## config.mk

```make
export PLATFORM = sky130hd
export DESIGN_NAME = gyro_twist_gesture_counter
export DESIGN_NICKNAME = d
export VERILOG_FILES = /design/src/rtl/gtgc_pkg.sv /design/src/rtl/gtgc_cell.sv /design/src/rtl/gtgc_chain.sv /design/src/rtl/gyro_twist_gesture_counter.sv
export SDC_FILE = /design/constraint.sdc
export NUM_CORES = 2
export LEC_CHECK = 0
export BUFFER_PORTS_ARGS = -buffer_cell sky130_fd_sc_hd__buf_2
export CAP_MARGIN = 20
export CORE_MARGIN = 5
export CORE_UTILIZATION = 40
export CTS_BUF_LIST = sky130_fd_sc_hd__clkbuf_16
export DETAILED_ROUTE_END_ITERATION = 8
export HOLD_SLACK_MARGIN = 0.03
export PLACE_DENSITY = 0.54
export SETUP_SLACK_MARGIN = 0.02
export SLEW_MARGIN = 30
export SYNTH_ARGS = -nofsm -noshare
export SYNTH_HDL_FRONTEND = slang
export SYNTH_HIERARCHICAL = 1
export SYNTH_SLANG_ARGS = --single-unit
export TNS_END_PERCENT = 1
```

## constraint.sdc

```tcl
create_clock -name clk -period 45.3 [get_ports clk]
set_input_delay 4.53 -clock clk [delete_from_list [all_inputs] [get_ports clk]]
set_output_delay 4.53 -clock clk [all_outputs]
set_load 0.05 [all_outputs]
```

## src/rtl/gtgc_pkg.sv

```systemverilog
`timescale 1ns / 1ps
// ----------------------------------------------------------------------------
// gtgc_pkg
// Shared widths, register indexes and chain control type for the gyro twist
// gesture counter.
// ----------------------------------------------------------------------------
package gtgc_pkg;

  localparam int MAX_WINDOW = 32;
  localparam int MAG_W      = 32;
  localparam int RATE_W     = 16;
  localparam int TIME_W     = 32;
  localparam int THR_W      = 15;
  localparam int MS_W       = 16;
  localparam int LEN_W      = 6;
  localparam int CFG_DATA_W = 16;
  localparam int CFG_IDX_W  = 2;
  localparam int CNT_W      = 4;

  localparam int WIN_IDX_W  = (MAX_WINDOW > 1) ? $clog2(MAX_WINDOW) : 1;
  localparam int FILL_W     = $clog2(MAX_WINDOW + 1);
  localparam int SUM_W      = FILL_W + 1;

  localparam logic [CFG_IDX_W-1:0] CFG_RATE_THRESHOLD    = 2'd0;
  localparam logic [CFG_IDX_W-1:0] CFG_MIN_GAP_MS        = 2'd1;
  localparam logic [CFG_IDX_W-1:0] CFG_SETTLE_TIMEOUT_MS = 2'd2;
  localparam logic [CFG_IDX_W-1:0] CFG_WINDOW_LENGTH     = 2'd3;

  localparam logic [THR_W-1:0] RST_RATE_THRESHOLD    = 15'd12000;
  localparam logic [MS_W-1:0]  RST_MIN_GAP_MS        = 16'd200;
  localparam logic [MS_W-1:0]  RST_SETTLE_TIMEOUT_MS = 16'd1000;
  localparam logic [LEN_W-1:0] RST_WINDOW_LENGTH     = 6'd25;

  localparam logic [CNT_W-1:0] CNT_MAX = 4'd15;

  typedef struct packed {
    logic shift;   // load a new magnitude at the head
    logic rotate;  // tail wraps round to the head
  } chain_ctrl_t;

endpackage

```

## src/rtl/gtgc_cell.sv

```systemverilog
`timescale 1ns / 1ps
// ----------------------------------------------------------------------------
// gtgc_cell
// One window cell: holds a squared magnitude, takes its neighbour's value
// when the chain moves.
// ----------------------------------------------------------------------------
module gtgc_cell
  import gtgc_pkg::*;
(
  input  logic             clk,
  input  logic             en,
  input  logic [MAG_W-1:0] d_in,
  output logic [MAG_W-1:0] q
);

  logic [MAG_W-1:0] val_r;

  always_ff @(posedge clk) begin
    if (en) begin
      val_r <= d_in;
    end
  end

  assign q = val_r;

endmodule

```

## src/rtl/gtgc_chain.sv

```systemverilog
`timescale 1ns / 1ps
// ----------------------------------------------------------------------------
// gtgc_chain
// Row of window cells, newest at the head. Shifts a new magnitude in, or
// rotates so every entry passes the tail once per scan.
// ----------------------------------------------------------------------------
module gtgc_chain
  import gtgc_pkg::*;
(
  input  logic             clk,
  input  chain_ctrl_t      ctrl,
  input  logic [MAG_W-1:0] new_mag,
  output logic [MAG_W-1:0] tail
);

  logic [MAG_W-1:0] q [MAX_WINDOW];
  logic             en;

  assign en   = ctrl.shift | ctrl.rotate;
  assign tail = q[MAX_WINDOW-1];

  gtgc_cell u_cell_head (
    .clk  (clk),
    .en   (en),
    .d_in (ctrl.rotate ? tail : new_mag),
    .q    (q[0])
  );

  for (genvar k = 1; k < MAX_WINDOW; k++) begin : g_cell
    gtgc_cell u_cell (
      .clk  (clk),
      .en   (en),
      .d_in (q[k-1]),
      .q    (q[k])
    );
  end

endmodule

```

## src/rtl/gyro_twist_gesture_counter.sv

```systemverilog
`timescale 1ns / 1ps
// ----------------------------------------------------------------------------
// gyro_twist_gesture_counter
// Squared gyro magnitude into a sliding window, peak against squared
// threshold, twist counting with gap and settle timing, sticky gesture flags.
//
//   channel | ports                          | direction
//   --------+--------------------------------+----------
//   in      | in_valid/in_ready, in_*        | sink
//   out     | out_valid/out_ready, out_*     | source
//   cfg     | cfg_we, cfg_index, cfg_wdata   | sink
//
// A sample goes through the squaring states MULX, MULY and MULT on one
// shared multiplier, one shift, then a full rotation of the cell chain with
// the peak taken at the tail. A reinitialise beat goes straight to decision.
// One beat in flight at a time; a result waits in the output register while
// the next beat is accepted and worked on.
// Synchronous active-low reset restores the register defaults.
// ----------------------------------------------------------------------------
module gyro_twist_gesture_counter
  import gtgc_pkg::*;
(
  input  logic                     clk,
  input  logic                     rst_n,
  input  logic                     in_valid,
  output logic                     in_ready,
  input  logic                     in_req_type,
  input  logic signed [RATE_W-1:0] in_rate_x,
  input  logic signed [RATE_W-1:0] in_rate_y,
  input  logic [TIME_W-1:0]        in_now_ms,
  output logic                     out_valid,
  input  logic                     out_ready,
  output logic                     out_twist_event,
  output logic [CNT_W-1:0]         out_pending_count,
  output logic                     out_single_flag,
  output logic                     out_double_flag,
  output logic                     out_triple_flag,
  output logic [MAG_W-1:0]         out_peak_square,
  input  logic                     cfg_we,
  input  logic [CFG_IDX_W-1:0]     cfg_index,
  input  logic [CFG_DATA_W-1:0]    cfg_wdata
);

  localparam logic [2:0] ST_IDLE   = 3'd0;
  localparam logic [2:0] ST_MULX   = 3'd1;
  localparam logic [2:0] ST_MULY   = 3'd2;
  localparam logic [2:0] ST_MULT   = 3'd3;
  localparam logic [2:0] ST_SHIFT  = 3'd4;
  localparam logic [2:0] ST_SCAN   = 3'd5;
  localparam logic [2:0] ST_DECIDE = 3'd6;

  logic [2:0]               state_r, state_nxt;

  logic [THR_W-1:0]         thr_r;
  logic [MS_W-1:0]          gap_r;
  logic [MS_W-1:0]          settle_r;
  logic [LEN_W-1:0]         len_cfg_r;

  logic                     type_r;
  logic signed [RATE_W-1:0] x_r, y_r;
  logic [TIME_W-1:0]        now_r;

  logic [MAG_W-1:0]         sqx_r, sqy_r, thr2_r, peak_r;
  logic [FILL_W-1:0]        fill_r;
  logic [WIN_IDX_W-1:0]     scan_r;
  logic [TIME_W-1:0]        last_r;
  logic [CNT_W-1:0]         count_r;
  logic                     above_r;
  logic [2:0]               flags_r;

  logic                     ov_r;
  logic                     ev_r;
  logic [MAG_W-1:0]         opeak_r;

  logic signed [RATE_W-1:0] mul_op;
  logic signed [MAG_W-1:0]  mul_prod;
  logic [MAG_W-1:0]         mag;
  logic [MAG_W-1:0]         tail;
  chain_ctrl_t              ctrl;
  logic [FILL_W-1:0]        len_act;
  logic [FILL_W-1:0]        fill_new;
  logic                     in_win;
  logic                     slot_free;
  logic [TIME_W-1:0]        elapsed;
  logic                     above, gap_ok, event_c, settled;
  logic [CNT_W-1:0]         count_inc;

  // configuration
  always_ff @(posedge clk) begin
    if (!rst_n) begin
      thr_r     <= RST_RATE_THRESHOLD;
      gap_r     <= RST_MIN_GAP_MS;
      settle_r  <= RST_SETTLE_TIMEOUT_MS;
      len_cfg_r <= RST_WINDOW_LENGTH;
    end else if (cfg_we) begin
      case (cfg_index)
        CFG_RATE_THRESHOLD:    thr_r     <= cfg_wdata[THR_W-1:0];
        CFG_MIN_GAP_MS:        gap_r     <= cfg_wdata[MS_W-1:0];
        CFG_SETTLE_TIMEOUT_MS: settle_r  <= cfg_wdata[MS_W-1:0];
        CFG_WINDOW_LENGTH:     len_cfg_r <= cfg_wdata[LEN_W-1:0];
        default: ;
      endcase
    end
  end

  // shared squaring unit
  always_comb begin
    case (state_r)
      ST_MULX: mul_op = x_r;
      ST_MULY: mul_op = y_r;
      default: mul_op = $signed({1'b0, thr_r});
    endcase
  end
  assign mul_prod = mul_op * mul_op;
  assign mag      = sqx_r + sqy_r;

  // window length clamp and fill after append
  always_comb begin
    if (len_cfg_r == '0) begin
      len_act = FILL_W'(1);
    end else if (32'(len_cfg_r) > MAX_WINDOW) begin
      len_act = FILL_W'(MAX_WINDOW);
    end else begin
      len_act = FILL_W'(len_cfg_r);
    end
    fill_new = (fill_r < len_act) ? fill_r + FILL_W'(1) : fill_r;
  end

  assign ctrl.shift  = (state_r == ST_SHIFT);
  assign ctrl.rotate = (state_r == ST_SCAN);
  assign in_win      = (SUM_W'(scan_r) + SUM_W'(fill_r)) >= SUM_W'(MAX_WINDOW);

  gtgc_chain u_chain (
    .clk     (clk),
    .ctrl    (ctrl),
    .new_mag (mag),
    .tail    (tail)
  );

  // twist decision
  assign elapsed   = now_r - last_r;
  assign above     = peak_r > thr2_r;
  assign gap_ok    = elapsed > TIME_W'(gap_r);
  assign event_c   = above && !above_r && gap_ok;
  assign settled   = !event_c && (elapsed > TIME_W'(settle_r));
  assign count_inc = (count_r < CNT_MAX) ? count_r + CNT_W'(1) : count_r;
  assign slot_free = !ov_r || out_ready;

  always_comb begin
    state_nxt = state_r;
    case (state_r)
      ST_IDLE:   if (in_valid) state_nxt = in_req_type ? ST_DECIDE : ST_MULX;
      ST_MULX:   state_nxt = ST_MULY;
      ST_MULY:   state_nxt = ST_MULT;
      ST_MULT:   state_nxt = ST_SHIFT;
      ST_SHIFT:  state_nxt = ST_SCAN;
      ST_SCAN:   if (scan_r == WIN_IDX_W'(MAX_WINDOW - 1)) state_nxt = ST_DECIDE;
      ST_DECIDE: if (slot_free) state_nxt = ST_IDLE;
      default:   state_nxt = ST_IDLE;
    endcase
  end

  assign in_ready = (state_r == ST_IDLE);

  always_ff @(posedge clk) begin
    if (in_valid && in_ready) begin
      type_r <= in_req_type;
      x_r    <= in_rate_x;
      y_r    <= in_rate_y;
      now_r  <= in_now_ms;
    end
    case (state_r)
      ST_MULX: sqx_r  <= mul_prod;
      ST_MULY: sqy_r  <= mul_prod;
      ST_MULT: thr2_r <= mul_prod;
      default: ;
    endcase
    if (state_r == ST_SHIFT) begin
      peak_r <= '0;
    end else if (state_r == ST_SCAN && in_win && tail > peak_r) begin
      peak_r <= tail;
    end
    if (state_r == ST_DECIDE && slot_free) begin
      ev_r    <= type_r ? 1'b0 : event_c;
      opeak_r <= type_r ? '0 : peak_r;
    end
  end

  always_ff @(posedge clk) begin
    if (!rst_n) begin
      state_r <= ST_IDLE;
      scan_r  <= '0;
      fill_r  <= '0;
      last_r  <= '0;
      count_r <= '0;
      above_r <= 1'b0;
      flags_r <= '0;
      ov_r    <= 1'b0;
    end else begin
      state_r <= state_nxt;
      if (out_ready) begin
        ov_r <= 1'b0;
      end
      if (state_r == ST_SHIFT) begin
        scan_r <= '0;
        fill_r <= fill_new;
      end else if (state_r == ST_SCAN) begin
        scan_r <= scan_r + WIN_IDX_W'(1);
      end
      if (state_r == ST_DECIDE && slot_free) begin
        ov_r <= 1'b1;
        if (type_r) begin
          fill_r  <= '0;
          flags_r <= '0;
        end else begin
          if (!above) begin
            above_r <= 1'b0;
          end
          if (event_c) begin
            above_r <= 1'b1;
            fill_r  <= '0;
            count_r <= count_inc;
            last_r  <= now_r;
          end
          if (settled) begin
            count_r <= '0;
            case (count_r)
              4'd1:    flags_r[0] <= 1'b1;
              4'd2:    flags_r[1] <= 1'b1;
              4'd3:    flags_r[2] <= 1'b1;
              default: ;
            endcase
          end
        end
      end
    end
  end

  assign out_valid         = ov_r;
  assign out_twist_event   = ev_r;
  assign out_pending_count = count_r;
  assign out_single_flag   = flags_r[0];
  assign out_double_flag   = flags_r[1];
  assign out_triple_flag   = flags_r[2];
  assign out_peak_square   = opeak_r;

  a_accept_leaves_idle: assert property (@(posedge clk) disable iff (!rst_n)
    in_valid && in_ready |=> state_r != ST_IDLE)
    else $error("accepted beat did not start work");

  a_scan_ends: assert property (@(posedge clk) disable iff (!rst_n)
    state_r == ST_SCAN && scan_r == WIN_IDX_W'(MAX_WINDOW - 1) |=> state_r == ST_DECIDE)
    else $error("scan overran the chain");

  a_fill_bound: assert property (@(posedge clk) disable iff (!rst_n)
    32'(fill_r) <= MAX_WINDOW)
    else $error("window fill beyond chain length");

  a_event_counts: assert property (@(posedge clk) disable iff (!rst_n)
    ov_r && ev_r |-> count_r != '0)
    else $error("twist reported with empty count");

  a_result_only_from_decide: assert property (@(posedge clk) disable iff (!rst_n)
    !ov_r ##1 ov_r |-> $past(state_r) == ST_DECIDE)
    else $error("result raised outside decision");

endmodule
```

==> load_flow_metrics.sql <==
INSERT INTO impl_metrics (metric_group, metric, value, unit) VALUES
('critical_path', 'critPathCaptureType', 'flip-flop', ''),
('sta', 'grt_setup_unrepaired', 'no', ''),
('routing', 'wl_per_cell', '17.3', 'um'),
('clock_tree', 'cts_inserted_buffers', '143', ''),
('critical_path', 'timing_worst_setup_path_type', 'reg2reg', ''),
('yosys', 'yosys_top_cell_area_share', '64.0', '%'),
('sta', 'max-slew-margin-rel', '29.6', '%'),
('layout', 'area.growth.synth_to_final', '13.6', '%'),
('routing', 'dr.pass1.iters', '6', ''),
('critical_path', 'worst-endpoint-required', '45890', 'ps'),
('grt', 'grt_pass1_wl', '163000', 'um'),
('placed_design', 'area_of_placed_instances', '60000', 'um^2'),
('run', 'drv_cap', '0', ''),
('layout', 'most-common-layout-cells', 'edfxtp_1, inv_1, nand2_1', ''),
('sta', 'final_min_period_over_clock_period', '19.9', '%'),
('hold_path', 'holdCritPathClass', 'reg2reg', ''),
('sta', 'clock-skew-final', '28.5', 'ps'),
('floorplanning', 'floorplan.die_area', '150000', 'um^2'),
('status', 'run_status', 'finished, final reports clean', ''),
('critical_path', 'slowest_delay', '550', 'ps'),
('layout', 'num-nets-final', '4525', ''),
('critical_path', 'worst_setup_path_start_kind', 'flip-flop', ''),
('yosys', 'number_of_warnings_reported_in_the_yosys_synthesis_log', '6', ''),
('layout', 'layout-drive-gt1-share', '10.7', '%'),
('yosys', 'synth_seq_area_share', '68.9', '%'),
('critical_path', 'worst-path-buf-inv', '6', ''),
('yosys', 'synth_simple_gate_area_share', '5.44', '%'),
('routing', 'route.vias.total', '28500', ''),
('yosys', 'synth_enable_flop_cells', '1215', ''),
('routing', 'via_per_inst', '4.79', ''),
('layout', 'multi_input_area', '15600', 'um^2'),
('yosys', 'portion_of_netlist_area_occupied_by_mux_cells', '0.894', '%'),
('layout', 'mostFrequentLayoutCell', 'edfxtp_1', ''),
('floorplanning', 'initial_core_util', '40.2', '%'),
('sta', 'finalWorstPathRequiredPeriod', '9020', 'ps'),
('critical_path', 'worstPathMaxFanout', '18', ''),
('clock_tree', 'cts_tree', 'built', ''),
('layout', 'postLayoutCellArea', '64800', 'um^2'),
('sta', 'setup_violations', '0', ''),
('floorplanning', 'core_area', '142000', 'um^2'),
('critical_path', 'crit_slowest_cell', 'fa_1', ''),
('critical_path', 'cp.arrival', '9610', 'ps'),
('yosys', 'netlist_top_cells_area', 'edfxtp_1, fa_1, ha_1, dfxtp_1, inv_1', ''),
('yosys', 'share_of_flip_flops_with_an_asynchronous_set_or_reset', '0', '%'),
('sta', 'maximum_achievable_frequency', '111', 'MHz'),
('placed_design', 'port_buffers', '129', ''),
('routing', 'first_iter_violations', '2219', ''),
('clock_tree', 'clock_latency', '750', 'ps'),
('sta', 'max_slew.worst_pin.slew', '1060', 'ps'),
('yosys', 'synth.lib_cells_used.distinct', '82', ''),
('sta', 'hold_viol_final', '0', ''),
('clock_tree', 'cts.root.buffer_cell', 'clkbuf_16', ''),
('yosys', 'synth_largest_area_cell', 'edfxtp_1', ''),
('sta', 'finalHoldWorstSlack', '405', 'ps'),
('floorplanning', 'row_count', '138', ''),
('layout', 'sequential_cell_area', '39300', 'um^2'),
('placed_design', 'gp_congestion', '0.821', ''),
('yosys', 'adder_cell_fraction_of_synth_area', '14.0', '%'),
('grt', 'vias_in_the_first_global_route', '29200', ''),
('yosys', 'synth_compound_area_share', '5.39', '%'),
('floorplanning', 'top_level_ports', '130', ''),
('routing', 'postRouteAntennaNets', '0', ''),
('layout', 'fillCellCount', '12500', ''),
('yosys', 'yosys_register_bits', '1355', ''),
('grt', 'number_of_antenna_violations_at_the_first_check_in_global_routing', '7', ''),
('yosys', 'post_synth_xor_area_fraction', '1.44', '%'),
('clock_tree', 'htreeDepth', '4', ''),
('critical_path', 'family_with_the_most_delay_on_the_worst_path', 'adder cells', ''),
('grt', 'groute.usage.overall', '13.7', '%'),
('clock_tree', 'clk_pin_slew', '60', 'ps'),
('routing', 'detail_route.wirelength', '103000', 'um');
cells in the mapped netlist (all sizes together) (18+ instances only):
cell type,n
inv,478
ha,261
edfxtp,1215
o22a,24
nand2b,18
dfxtp,140
clkbuf,71
o31ai,35
o21ai,83
nor3,37
o211ai,21
a21oi,129
mux2,32
a21o,68
xor2,34
nor2,167
nand4,26
nand2,311
nand3,71
xnor2,60
fa,236
per-stage QoR:
step,setup WS (ps),cells
5_1_grt,35710,5947
4_1_cts,35970,5941
3_5_place_dp,35980,5683
2_1_floorplan,20220,3715
3_3_place_gp,36210,5681
6_report,36280,5947
sequential cells by signal, summed over array words and instances, names as in the netlist, 31 cells and up:
signal                   count
last_r                      32
now_r                       32
out_peak_square             32
peak_r                      32
sqx_r                       31
sqy_r                       31
thr2_r                      31
u_chain/g_cell.u_cell/q    992
u_chain/u_cell_head/q       32
worst paths after layout:
check                                                    start  slack [ps]  depth (start not counted)                        endpoint
worst max-delay path                                state_r[1]       36280                         28                      thr2_r[31]
worst min-delay path            u_chain/g_cell[18].u_cell/q[5]         410                          0  u_chain/g_cell[19].u_cell/q[5]
worst max register to register                      state_r[1]       36280                         28                      thr2_r[31]
worst min register to register  u_chain/g_cell[18].u_cell/q[5]         410                          0  u_chain/g_cell[19].u_cell/q[5]
worst reg2reg max path: cells and delay by family (launching register included):
family	cells	cell delay, ps
AOI/OAI and AO/OA	11	2510
DFF	1	490
buffers and inverters	6	990
and+or+nand+nor	4	1380
adders and majority gates	7	3500
final cells by class:
cell class | instances | area share [%]
Timing Repair Buffer | 164 | 1.51
Tap cell | 1890 | 3.65
Antenna cell | 4 | 0.0155
Inverter | 483 | 2.80
Multi-Input combinational cell | 1793 | 24.0
Sequential cell | 1355 | 60.7
Clock buffer | 146 | 5.64
Clock inverter | 112 | 1.66
cell families (layout without fill, tap and decap cells):
logic type / Yosys count / count (layout)
xor gates and xnor gates: 94 / 94
muxes: 36 / 36
buffers and inverters: 567 / 905
other: 0 / 4
DFF: 1355 / 1355
and+or+nand+nor: 702 / 702
adders and majority gates: 497 / 497
AOI/OAI and AO/OA: 464 / 464
routing by layer:
layer	part of all wire, %	GRT usage (%)	wire (um)
met2	44	20.7	45400
met3	3.5	2.66	3580
met5	0.013	0	13
met1	50	20.1	51200
met4	2.7	4.63	2800
Power is left out: the tool's default activity adds up to more than one toggle a clock period on the data nets, which glitch-free logic cannot reach.
